## src/rtl/assert_macros.svh

```systemverilog
// ---------------------------------------------------------------------------
// Assertion macros
// Shared concurrent assertion forms, clocked on i_clk, quiet during reset.
// ---------------------------------------------------------------------------
`ifndef ASSERT_MACROS_SVH
`define ASSERT_MACROS_SVH

// Check a property on every rising edge outside reset.
`define ASSERT_CLK(lbl, prop, msg) \
    lbl: assert property (@(posedge i_clk) disable iff (!i_rst_n) (prop)) \
        else $error(msg);

// Check that a condition is never seen outside reset.
`define ASSERT_NEVER(lbl, cond, msg) \
    lbl: assert property (@(posedge i_clk) disable iff (!i_rst_n) !(cond)) \
        else $error(msg);

`endif

```

## src/rtl/hmac_pkg.sv

```systemverilog
// ---------------------------------------------------------------------------
// hmac_pkg
// Operation codes, internal kinds and inter-stage types of the halfword MAC.
// ---------------------------------------------------------------------------
`default_nettype none

package hmac_pkg;

    // Operation codes as they arrive on the input channel
    localparam logic [2:0] OP_MLA      = 3'd0;
    localparam logic [2:0] OP_WIDE_ACC = 3'd1;
    localparam logic [2:0] OP_WIDE_MUL = 3'd2;
    localparam logic [2:0] OP_LONG_ACC = 3'd3;
    localparam logic [2:0] OP_MUL      = 3'd4;

    localparam int unsigned HALF_W = 16;
    localparam int unsigned WORD_W = 32;
    localparam int unsigned PROD_W = WORD_W + HALF_W;

    // Decoded form of the operation, carried down the pipeline
    typedef enum logic [2:0] {
        KIND_ACC32,
        KIND_WIDE_ACC,
        KIND_WIDE_MUL,
        KIND_LONG,
        KIND_MUL
    } t_kind;

    // Side information that travels alongside the operands
    typedef struct packed {
        t_kind             kind;
        logic [WORD_W-1:0] acc_hi;
        logic [WORD_W-1:0] acc_lo;
    } t_side;

endpackage

`default_nettype wire

```

## src/rtl/hmac_select.sv

```systemverilog
// ---------------------------------------------------------------------------
// hmac_select
// Stage one: decode the operation and pick and sign-extend the operands.
// ---------------------------------------------------------------------------
`default_nettype none

module hmac_select
    import hmac_pkg::*;
(
    input  wire logic                     i_clk,
    input  wire logic                     i_rst_n,
    input  wire logic                     i_valid,
    output      logic                     o_ready,
    input  wire logic [2:0]               i_operation,
    input  wire logic                     i_first_top,
    input  wire logic                     i_second_top,
    input  wire logic [WORD_W-1:0]        i_first_operand,
    input  wire logic [WORD_W-1:0]        i_second_operand,
    input  wire logic [WORD_W-1:0]        i_acc_lo,
    input  wire logic [WORD_W-1:0]        i_acc_hi,
    output      logic                     o_valid,
    input  wire logic                     i_ready,
    output      logic signed [WORD_W-1:0] o_mcand,
    output      logic signed [HALF_W-1:0] o_mplier,
    output      t_side                    o_side
);

    logic                     r_valid;
    logic signed [WORD_W-1:0] r_mcand;
    logic signed [HALF_W-1:0] r_mplier;
    t_side                    r_side;

    t_kind                    n_kind;
    logic [HALF_W-1:0]        n_first_half;
    logic signed [WORD_W-1:0] n_mcand;
    logic signed [HALF_W-1:0] n_mplier;

    // Decode; unused codes behave as the plain multiply
    always_comb begin
        case (i_operation)
            OP_MLA:      n_kind = KIND_ACC32;
            OP_WIDE_ACC: n_kind = KIND_WIDE_ACC;
            OP_WIDE_MUL: n_kind = KIND_WIDE_MUL;
            OP_LONG_ACC: n_kind = KIND_LONG;
            OP_MUL:      n_kind = KIND_MUL;
            default:     n_kind = KIND_MUL;
        endcase
    end

    // Pick halves; the wide forms take the whole first word
    always_comb begin
        n_first_half = i_first_top ? i_first_operand[WORD_W-1:HALF_W]
                                   : i_first_operand[HALF_W-1:0];
        n_mplier     = i_second_top ? i_second_operand[WORD_W-1:HALF_W]
                                    : i_second_operand[HALF_W-1:0];
        if (n_kind == KIND_WIDE_ACC || n_kind == KIND_WIDE_MUL) begin
            n_mcand = i_first_operand;
        end else begin
            n_mcand = {{(WORD_W-HALF_W){n_first_half[HALF_W-1]}}, n_first_half};
        end
    end

    assign o_ready = !r_valid || i_ready;

    // Advance the valid bit
    always_ff @(posedge i_clk) begin
        if (!i_rst_n) begin
            r_valid <= 1'b0;
        end else if (o_ready) begin
            r_valid <= i_valid;
        end
    end

    // Load payload when the stage moves
    always_ff @(posedge i_clk) begin
        if (o_ready && i_valid) begin
            r_mcand       <= n_mcand;
            r_mplier      <= n_mplier;
            r_side.kind   <= n_kind;
            r_side.acc_lo <= i_acc_lo;
            r_side.acc_hi <= i_acc_hi;
        end
    end

    assign o_valid  = r_valid;
    assign o_mcand  = r_mcand;
    assign o_mplier = r_mplier;
    assign o_side   = r_side;

endmodule

`default_nettype wire

```

## src/rtl/hmac_mult.sv

```systemverilog
// ---------------------------------------------------------------------------
// hmac_mult
// Stage two: signed 32 by 16 multiply into a registered 48-bit product.
// ---------------------------------------------------------------------------
`default_nettype none

module hmac_mult
    import hmac_pkg::*;
(
    input  wire logic                     i_clk,
    input  wire logic                     i_rst_n,
    input  wire logic                     i_valid,
    output      logic                     o_ready,
    input  wire logic signed [WORD_W-1:0] i_mcand,
    input  wire logic signed [HALF_W-1:0] i_mplier,
    input  wire t_side                    i_side,
    output      logic                     o_valid,
    input  wire logic                     i_ready,
    output      logic signed [PROD_W-1:0] o_prod,
    output      t_side                    o_side
);

    logic                     r_valid;
    logic signed [PROD_W-1:0] r_prod;
    t_side                    r_side;
    logic signed [PROD_W-1:0] n_prod;

    // Full signed product, widened before the multiply
    assign n_prod  = PROD_W'(i_mcand) * PROD_W'(i_mplier);
    assign o_ready = !r_valid || i_ready;

    // Advance the valid bit
    always_ff @(posedge i_clk) begin
        if (!i_rst_n) begin
            r_valid <= 1'b0;
        end else if (o_ready) begin
            r_valid <= i_valid;
        end
    end

    // Hold product and side data until taken
    always_ff @(posedge i_clk) begin
        if (o_ready && i_valid) begin
            r_prod <= n_prod;
            r_side <= i_side;
        end
    end

    assign o_valid = r_valid;
    assign o_prod  = r_prod;
    assign o_side  = r_side;

endmodule

`default_nettype wire

```

## src/rtl/hmac_accum.sv

```systemverilog
// ---------------------------------------------------------------------------
// hmac_accum
// Stage three: accumulate, flag signed overflow and hold the result item.
// ---------------------------------------------------------------------------
`default_nettype none

module hmac_accum
    import hmac_pkg::*;
(
    input  wire logic                     i_clk,
    input  wire logic                     i_rst_n,
    input  wire logic                     i_valid,
    output      logic                     o_ready,
    input  wire logic signed [PROD_W-1:0] i_prod,
    input  wire t_side                    i_side,
    output      logic                     o_valid,
    input  wire logic                     i_ready,
    output      logic [WORD_W-1:0]        o_result_low,
    output      logic [WORD_W-1:0]        o_result_high,
    output      logic                     o_overflow
);

    logic                   r_valid;
    logic [WORD_W-1:0]      r_lo;
    logic [WORD_W-1:0]      r_hi;
    logic                   r_ovf;

    logic [WORD_W-1:0]      n_addend;
    logic [WORD_W-1:0]      n_sum32;
    logic                   n_ovf32;
    logic [2*WORD_W-1:0]    n_sum64;
    logic [WORD_W-1:0]      n_lo;
    logic [WORD_W-1:0]      n_hi;
    logic                   n_ovf;

    // Shared 32-bit add: product bits 47:16 for wide forms, else 31:0
    always_comb begin
        if (i_side.kind == KIND_WIDE_ACC || i_side.kind == KIND_WIDE_MUL) begin
            n_addend = i_prod[PROD_W-1:HALF_W];
        end else begin
            n_addend = i_prod[WORD_W-1:0];
        end
        n_sum32 = n_addend + i_side.acc_lo;
        n_ovf32 = ~(n_addend[WORD_W-1] ^ i_side.acc_lo[WORD_W-1])
                & (n_addend[WORD_W-1] ^ n_sum32[WORD_W-1]);
        n_sum64 = {{(2*WORD_W-PROD_W){i_prod[PROD_W-1]}}, i_prod}
                + {i_side.acc_hi, i_side.acc_lo};
    end

    // Select the result per form
    always_comb begin
        n_lo  = n_addend;
        n_hi  = '0;
        n_ovf = 1'b0;
        case (i_side.kind)
            KIND_ACC32, KIND_WIDE_ACC: begin
                n_lo  = n_sum32;
                n_ovf = n_ovf32;
            end
            KIND_LONG: begin
                n_lo = n_sum64[WORD_W-1:0];
                n_hi = n_sum64[2*WORD_W-1:WORD_W];
            end
            KIND_WIDE_MUL, KIND_MUL: begin
                n_lo = n_addend;
            end
            default: begin
                n_lo = n_addend;
            end
        endcase
    end

    assign o_ready = !r_valid || i_ready;

    // Advance the valid bit
    always_ff @(posedge i_clk) begin
        if (!i_rst_n) begin
            r_valid <= 1'b0;
        end else if (o_ready) begin
            r_valid <= i_valid;
        end
    end

    // Hold the result item until the receiver takes it
    always_ff @(posedge i_clk) begin
        if (o_ready && i_valid) begin
            r_lo  <= n_lo;
            r_hi  <= n_hi;
            r_ovf <= n_ovf;
        end
    end

    assign o_valid       = r_valid;
    assign o_result_low  = r_lo;
    assign o_result_high = r_hi;
    assign o_overflow    = r_ovf;

endmodule

`default_nettype wire

```

## src/rtl/halfword_multiply_accumulate_unit.sv

```systemverilog
// ---------------------------------------------------------------------------
// halfword_multiply_accumulate_unit
// Signed halfword multiply group: 16x16 and 32x16 multiply with accumulate.
// ---------------------------------------------------------------------------
// Usage:
//   Instructions enter on the s_axis channel: tuser carries the operation
//   code and the two half selects, tdata the two source words and the
//   accumulator words. Results leave on the m_axis channel: tdata holds the
//   low and high result words, tuser the overflow flag of that result.
//   From input acceptance to m_axis_tvalid an item passes three register
//   stages in order: operand select, multiply, accumulate.
//   Throughput is one item per cycle while the receiver does not stall; the
//   single 32x16 multiplier stage then takes a new operand pair every cycle.
//   Each stage holds its item while the next one is full, so a receiver
//   stall backs up stage by stage; s_axis_tready drops only when all three
//   stages hold items and m_axis_tready is low. Nothing is lost or repeated.
//   A synchronous active-low reset empties the pipeline; items in flight
//   are dropped and no result appears until new items are accepted.
// ---------------------------------------------------------------------------
`default_nettype none
`include "assert_macros.svh"

module halfword_multiply_accumulate_unit
    import hmac_pkg::*;
(
    input  wire logic         i_clk,
    input  wire logic         i_rst_n,
    input  wire logic         s_axis_tvalid,
    output      logic         s_axis_tready,
    // first_operand[31:0], second_operand[63:32], accumulate_low[95:64],
    // accumulate_high[127:96]
    input  wire logic [127:0] s_axis_tdata,
    // operation[2:0], first_top[3], second_top[4]
    input  wire logic [4:0]   s_axis_tuser,
    output      logic         m_axis_tvalid,
    input  wire logic         m_axis_tready,
    // result_low[31:0], result_high[63:32]
    output      logic [63:0]  m_axis_tdata,
    // overflow[0]
    output      logic [0:0]   m_axis_tuser
);

    logic                     w_v1;
    logic                     w_rdy2;
    logic signed [WORD_W-1:0] w_mcand;
    logic signed [HALF_W-1:0] w_mplier;
    t_side                    w_side1;

    logic                     w_v2;
    logic                     w_rdy3;
    logic signed [PROD_W-1:0] w_prod;
    t_side                    w_side2;

    logic [WORD_W-1:0]        w_res_lo;
    logic [WORD_W-1:0]        w_res_hi;
    logic                     w_ovf;

    // Operand select stage
    hmac_select u_select (
        .i_clk            (i_clk),
        .i_rst_n          (i_rst_n),
        .i_valid          (s_axis_tvalid),
        .o_ready          (s_axis_tready),
        .i_operation      (s_axis_tuser[2:0]),
        .i_first_top      (s_axis_tuser[3]),
        .i_second_top     (s_axis_tuser[4]),
        .i_first_operand  (s_axis_tdata[31:0]),
        .i_second_operand (s_axis_tdata[63:32]),
        .i_acc_lo         (s_axis_tdata[95:64]),
        .i_acc_hi         (s_axis_tdata[127:96]),
        .o_valid          (w_v1),
        .i_ready          (w_rdy2),
        .o_mcand          (w_mcand),
        .o_mplier         (w_mplier),
        .o_side           (w_side1)
    );

    // Multiply stage
    hmac_mult u_mult (
        .i_clk    (i_clk),
        .i_rst_n  (i_rst_n),
        .i_valid  (w_v1),
        .o_ready  (w_rdy2),
        .i_mcand  (w_mcand),
        .i_mplier (w_mplier),
        .i_side   (w_side1),
        .o_valid  (w_v2),
        .i_ready  (w_rdy3),
        .o_prod   (w_prod),
        .o_side   (w_side2)
    );

    // Accumulate stage and output register
    hmac_accum u_accum (
        .i_clk         (i_clk),
        .i_rst_n       (i_rst_n),
        .i_valid       (w_v2),
        .o_ready       (w_rdy3),
        .i_prod        (w_prod),
        .i_side        (w_side2),
        .o_valid       (m_axis_tvalid),
        .i_ready       (m_axis_tready),
        .o_result_low  (w_res_lo),
        .o_result_high (w_res_hi),
        .o_overflow    (w_ovf)
    );

    assign m_axis_tdata = {w_res_hi, w_res_lo};
    assign m_axis_tuser = w_ovf;

    // Input back-pressure only comes from a full pipeline behind a stalled output
    `ASSERT_CLK(a_stall_source, !s_axis_tready |-> (m_axis_tvalid && !m_axis_tready),
        "input stalled without a stalled full pipeline")

    // Only the 32-bit accumulate forms may raise the overflow flag
    `ASSERT_CLK(a_ovf_kind, (w_v2 && w_rdy3 && w_side2.kind != KIND_ACC32
        && w_side2.kind != KIND_WIDE_ACC) |=> !m_axis_tuser[0],
        "overflow raised by a form without 32-bit accumulate")

    // Only the long accumulate form fills the high word
    `ASSERT_CLK(a_high_kind, (w_v2 && w_rdy3 && w_side2.kind != KIND_LONG)
        |=> (m_axis_tdata[63:32] == '0),
        "high result word set by a short form")

endmodule

`default_nettype wire

```

## config.mk

```make
export PLATFORM = sky130hd
export DESIGN_NAME = halfword_multiply_accumulate_unit
export DESIGN_NICKNAME = d
export VERILOG_FILES = /design/src/rtl/hmac_pkg.sv /design/src/rtl/hmac_select.sv /design/src/rtl/hmac_mult.sv /design/src/rtl/hmac_accum.sv /design/src/rtl/halfword_multiply_accumulate_unit.sv
export VERILOG_INCLUDE_DIRS = /design/src /design/src/rtl
export SDC_FILE = /design/constraint.sdc
export NUM_CORES = 2
export LEC_CHECK = 0
export BUFFER_PORTS_ARGS = -buffer_cell sky130_fd_sc_hd__buf_2
export CAP_MARGIN = 20
export CORE_MARGIN = 2
export CORE_UTILIZATION = 60
export DETAILED_ROUTE_END_ITERATION = 8
export PLACE_DENSITY = 0.87
export SLEW_MARGIN = 20
export SYNTH_ARGS = -nofsm -noshare
export SYNTH_HDL_FRONTEND = slang
export SYNTH_SLANG_ARGS = --single-unit
```

## constraint.sdc

```tcl
create_clock -name i_clk -period 16.6 [get_ports i_clk]
set_clock_uncertainty 0.2 [all_clocks]
set_input_delay 3.32 -clock i_clk [delete_from_list [all_inputs] [get_ports i_clk]]
set_output_delay 3.32 -clock i_clk [all_outputs]
set_load 0.005 [all_outputs]
```

; ---- Word-level counts from Yosys, hierarchy flattened
; Index checks and enable logic that the tools add are counted.
; Widths: inputs -> output; s select.
[classes]
n_addsub = 2
multipliers = 1
eq_ne = 8
mux = 6
bitwise = 4
n_reduce_logical = 14
[ops]
columns = operator, n
row1 = $add 64x64->64, 1
row2 = $mux 32, 2
row3 = $pmux 32 s2, 1
row4 = $mul 32x16->48, 1
row5 = $add 32x32->32, 1
row6 = $mux 16, 2
row7 = $eq 3x2->1 const B, 5
row8 = $pmux 3 s4, 1
row9 = $eq 3x1->1 const B, 3
row10 = $logic_not 3->1, 2
row11 = $logic_or 1x1->1, 5
row12 = $logic_and 1x1->1, 3
row13 = $logic_not 1->1, 3
row14 = $reduce_or 2->1, 1
row15 = $xor 1x1->1, 2
row16 = $and 1x1->1, 1
row17 = $not 1->1, 1
[word_totals]
regBits = 298
in_bits = 137
out_inout_bits = 67
word_cells = 50

; ---- Depth between registers and ports, before layout
[logic_depth]
depth_word = 6
mapped_depth = 25
ltp_nobuf = 24

; ---- Cells and area by module
; Synthesis repeated with hierarchy kept, for this count alone.
[unflattened]
cells_unflattened = 3315
hier_area_um2 = 33837.5
[by_module_without_submodules]
columns = mod, n_inst, cells_each, area_each_um2, seq_area_each_um2
row1 = hmac_mult, 1, 2168, 21463.1, 3473.3
row2 = hmac_accum, 1, 965, 8229.1, 1971.9
row3 = hmac_select, 1, 182, 4145.2, 3473.3

; ---- Worst setup path before layout
; No wires, ideal clock.
[synth_timing]
path_kind = input to register
start = input port m_axis_tready
end = register u_mult.r_prod[0], in the netlist u_mult.o_prod[0] (enable)
setup_time_ns = 0.765
arrival_ns = 11.730
t_required_ns = 15.635
setup_slack_ns = 3.905
path_stages = 2
path_buffers = 0
cell_sequence = nor2b_1 a21boi_0
[synth_via]
elab_chain_len = 3
[synth_rtl]
columns = element, line_no
row1 = from (decl), halfword_multiply_accumulate_unit.sv:36  ; input wire logic m_axis_tready,
row2 = $logic_or 1x1->1, hmac_accum.sv:73  ; assign o_ready = !r_valid || i_ready;
row3 = $logic_or 1x1->1, hmac_mult.sv:30  ; assign o_ready = !r_valid || i_ready;
row4 = $logic_and 1x1->1, hmac_mult.sv:43  ; if (o_ready && i_valid) begin
row5 = to (signal assigned), hmac_mult.sv:44  ; r_prod <= n_prod;
row6 = to (decl), hmac_mult.sv:24  ; logic signed [PROD_W-1:0] r_prod;
; Every way passes these cells.
; A chain may end at the register's enable or synchronous reset.

; ---- Final worst setup path
[layout_timing]
start = input port m_axis_tready
end = output port s_axis_tready
[layout_via]
elab_chain_len = 3
[layout_rtl]
columns = element, line_no
row1 = $logic_or 1x1->1, hmac_accum.sv:73
row2 = $logic_or 1x1->1, hmac_mult.sv:30
row3 = $logic_or 1x1->1, hmac_select.sv:63  ; assign o_ready = !r_valid || i_ready;
row4 = to (decl), halfword_multiply_accumulate_unit.sv:29  ; output logic s_axis_tready,
; Every way passes these cells.

==> results by group <==
Run status
  • Status: finished, final reports clean

Synthesis
  • Syn. warnings: 0
  • Top post-synthesis cells by area: fa_1 29%, edfxtp_1 26%, ha_1 7.8%
  • Synth Flop Type: edfxtp_1
  • Distinct cells, synth: between 70 and 80
  • Post-Synthesis Cell Area: ~34000 um2
  • Synthesized area per cell: 10.12 um2
  • EDFF count, synth: just under 300
  • Syn nets: 4147
  • Synth async-reset ratio: 0
  • Largest area contributor in the netlist: fa_1
  • Sequential element share of the synthesized area: 0.2658
  • Top-area cell type share of the netlist area: 0.2912
  • FF+latch count, synth: around 300
  • Mapped Cells: 3314

Clock network
  • CTS root buf: clkbuf_16
  • Post-CTS Setup Bufs: 0
  • Longest Clk Path Bufs: 3
  • Post-cts sizing count: 0
  • Clock transition at the registers of the reported paths: around 0.070 ns
  • CTS tree: built
  • Number of CTS-inserted buffers: 30
  • Worst-skew pair later-pin latency: ~0.60 ns
  • # hold bufs at CTS: 0
  • CTS Sinks: 298
  • CTS H-tree lvls: 1

Critical path
  • CP required: roughly 13 ns
  • Most common cell on crit path: buf_2
  • CP Data Arrival Time: around 4.4 ns
  • Cell Chain, Critical Path: buf_2 -> nor2b_1 -> nand3_1 -> buf_2
  • Setup CP Type: input pin to output port
  • CP top delay family: simple AND/OR/NAND/NOR gates
  • Slowest CP cell: nor2b_1
  • CP startpoint kind: input pin
  • Worst path max stage delay: about 0.59 ns
  • CP Buf/Inv Count: 2
  • Critical Path End Type: output port
  • Crit path max fanout: 6

Route
  • Routed via count: between 20000 and 25000
  • Drc violations: 0
  • Iteration-0 DRC Markers: approximately 2200
  • Post-DRT Antenna Nets: 0
  • Vias/cell: between 5 and 6
  • WL/cell: 19.99 um
  • Wirelength, routed: 84400 um
  • DR pass1 iterations: 6

STA
  • Slew @ Worst Pin: roughly 1.0 ns
  • Minimum clock period: 7.889 ns
  • Fin. max-slew vios: 0
  • Setup TNS: 0 ns
  • Final period util: 0.4752
  • Fmax: between 100 and 150 MHz
  • Final hold viol count: 0
  • Max transition margin: 0.3292
  • RSZ-0062 raised after global routing: no
  • Final setup viols: 0

GRT
  • Largest net degree at the start of global routing: 85
  • Gr usage total: 0.2962
  • Vias in the first global route: roughly 25000
  • First-pass GRT wire length: between 100000 and 150000 um
  • Grt ovf: 0
  • Antenna violations before repair: 0

Die
  • Chip width: roughly 240 um
  • Die area: around 58000 um2
  • Starting density of the core: 0.6078
  • Site Rows: 86
  • Die Y: around 240 um
  • Core footprint: ~55000 um2
  • Io pins: about 200

Cells and area
  • Most frequent cells in the layout: 610 x inv_1, 488 x fa_1, 364 x nand2_1
  • Post-route insts no fill: approximately 4200
  • Layout area overhead: 8.174%
  • Layout cells sized above 1: 0.1080
  • # diodes: 0
  • Final #Nets: 4283
  • Number of fillers in the final layout: ~4000
  • Commonest non-fill, non-tap cell in the layout: inv_1

Worst hold path
  • Worst min path class: register to register

Placed design
  • DP Cell Count: roughly 4200
  • Port bufs: 203
  • Post-DP HPWL: ~64000 um
  • Global placer's final weighted congestion: 0.9374

Flow run
  • Maxcap violations: 0
synthesized netlist by cell type, drive strengths merged (3+ instances only):
| cell type | number |
|---|---|
| a21oi | 158 |
| o21a | 17 |
| xor2 | 46 |
| nor3 | 15 |
| a211oi | 15 |
| o21bai | 25 |
| a41oi | 8 |
| a21boi | 5 |
| a31o | 4 |
| nand3 | 18 |
| o211ai | 10 |
| a22oi | 18 |
| and2 | 213 |
| mux2i | 6 |
| o221ai | 12 |
| nand2 | 364 |
| clkbuf | 120 |
| o31ai | 6 |
| edfxtp | 295 |
| o21ai | 105 |
| a21o | 92 |
| and3 | 9 |
| dfxtp | 3 |
| inv | 611 |
| o22ai | 4 |
| nand2b | 20 |
| and4 | 6 |
| or3 | 8 |
| nand4 | 31 |
| a221o | 6 |
| a31oi | 24 |
| xnor2 | 88 |
| fa | 488 |
| nor2b | 16 |
| mux2 | 62 |
| or2 | 6 |
| nor2 | 139 |
| buf | 5 |
| ha | 208 |
cell type report:
cell class / count / area [um2] / area share
clock buffers: 32 / 758.2 / 0.02089
clock inverters: 23 / 255.2 / 0.007033
inverters: 611 / 2293 / 0.06319
multi-input cells: 2278 / 21840 / 0.6019
flip-flops and latches: 298 / 8919 / 0.2457
well taps: 748 / 935.9 / 0.02579
repair buffers: 231 / 1289 / 0.03551
worst reg2reg max path, cell delays in order, from the launching register on:
cell and delay (ns):
edfxtp_1 0.91, nand2_1 0.19, fa_1 0.58, fa_1 0.52, fa_1 0.53, inv_1 0.06
fa_1 0.50, fa_1 0.49, inv_1 0.05, fa_1 0.47, inv_1 0.04, ha_1 0.35
a211o_1 0.32, a21oi_1 0.21, a211oi_1 0.14, o21ai_0 0.35, a31oi_1 0.14, a21oi_1 0.39
o21a_1 0.21, o21ai_0 0.14, a221oi_1 0.36, xnor2_1 0.13
per-stage QoR:
stage                     setup WS, ns  area (um2)  utilization  hold WS (ns)
after global placement           8.793       35170       0.6371        0.2006
after global routing             8.614       36290       0.6575        0.2098
after floorplan                  3.905       33550            -        0.2003
after CTS                        8.707       36180       0.6555        0.1850
after detailed placement         8.719       35170       0.6371        0.2045
final                            8.711       36290       0.6575        0.2012
worst paths after layout:
check                       startpoint                 to  slack, ns  cells after the start
setup reg to reg  u_select.o_mcand[17]  u_mult.o_prod[47]       9.08                     21
setup / recovery         m_axis_tready      s_axis_tready       8.71                      4
hold / removal     u_select.o_side[43]  u_mult.o_side[43]       0.20                      0
hold reg to reg    u_select.o_side[43]  u_mult.o_side[43]       0.20                      0
registers in the layout, summed over array words and instances (netlist names):
register and flops:
u_mult.o_side 67, u_select.o_side 67, u_mult.o_prod 48, u_accum.o_result_high 32, u_accum.o_result_low 32, u_select.o_mcand 32
u_select.o_mplier 16, u_accum.o_overflow 1, u_accum.o_valid 1, u_mult.o_valid 1, u_select.o_valid 1
metal layers:
layer,global-route usage,part of all wire,vias to the layer above
met5,0,0,-
met4,0.09806,0.035,0
met3,0.07130,0.11,244
met2,0.4774,0.46,1422
met1,0.3960,0.40,11830
li1,-,-,10980
cells by family (layout without fill, tap and decap cells):
| logic type | after synthesis | in the layout | synth area share |
|---|---|---|---|
| compound gates | 529 | 529 | 0.1026 |
| xor+xnor | 134 | 134 | 0.03498 |
| fa+ha+maj | 696 | 696 | 0.3687 |
| buf+inv | 738 | 897 | 0.08439 |
| flops | 298 | 298 | 0.2658 |
| mux | 68 | 68 | 0.02260 |
| simple gates | 851 | 851 | 0.1209 |
Power is not shown: default switching activity piles up to over one toggle a cycle in this logic, so the estimate is an artifact.
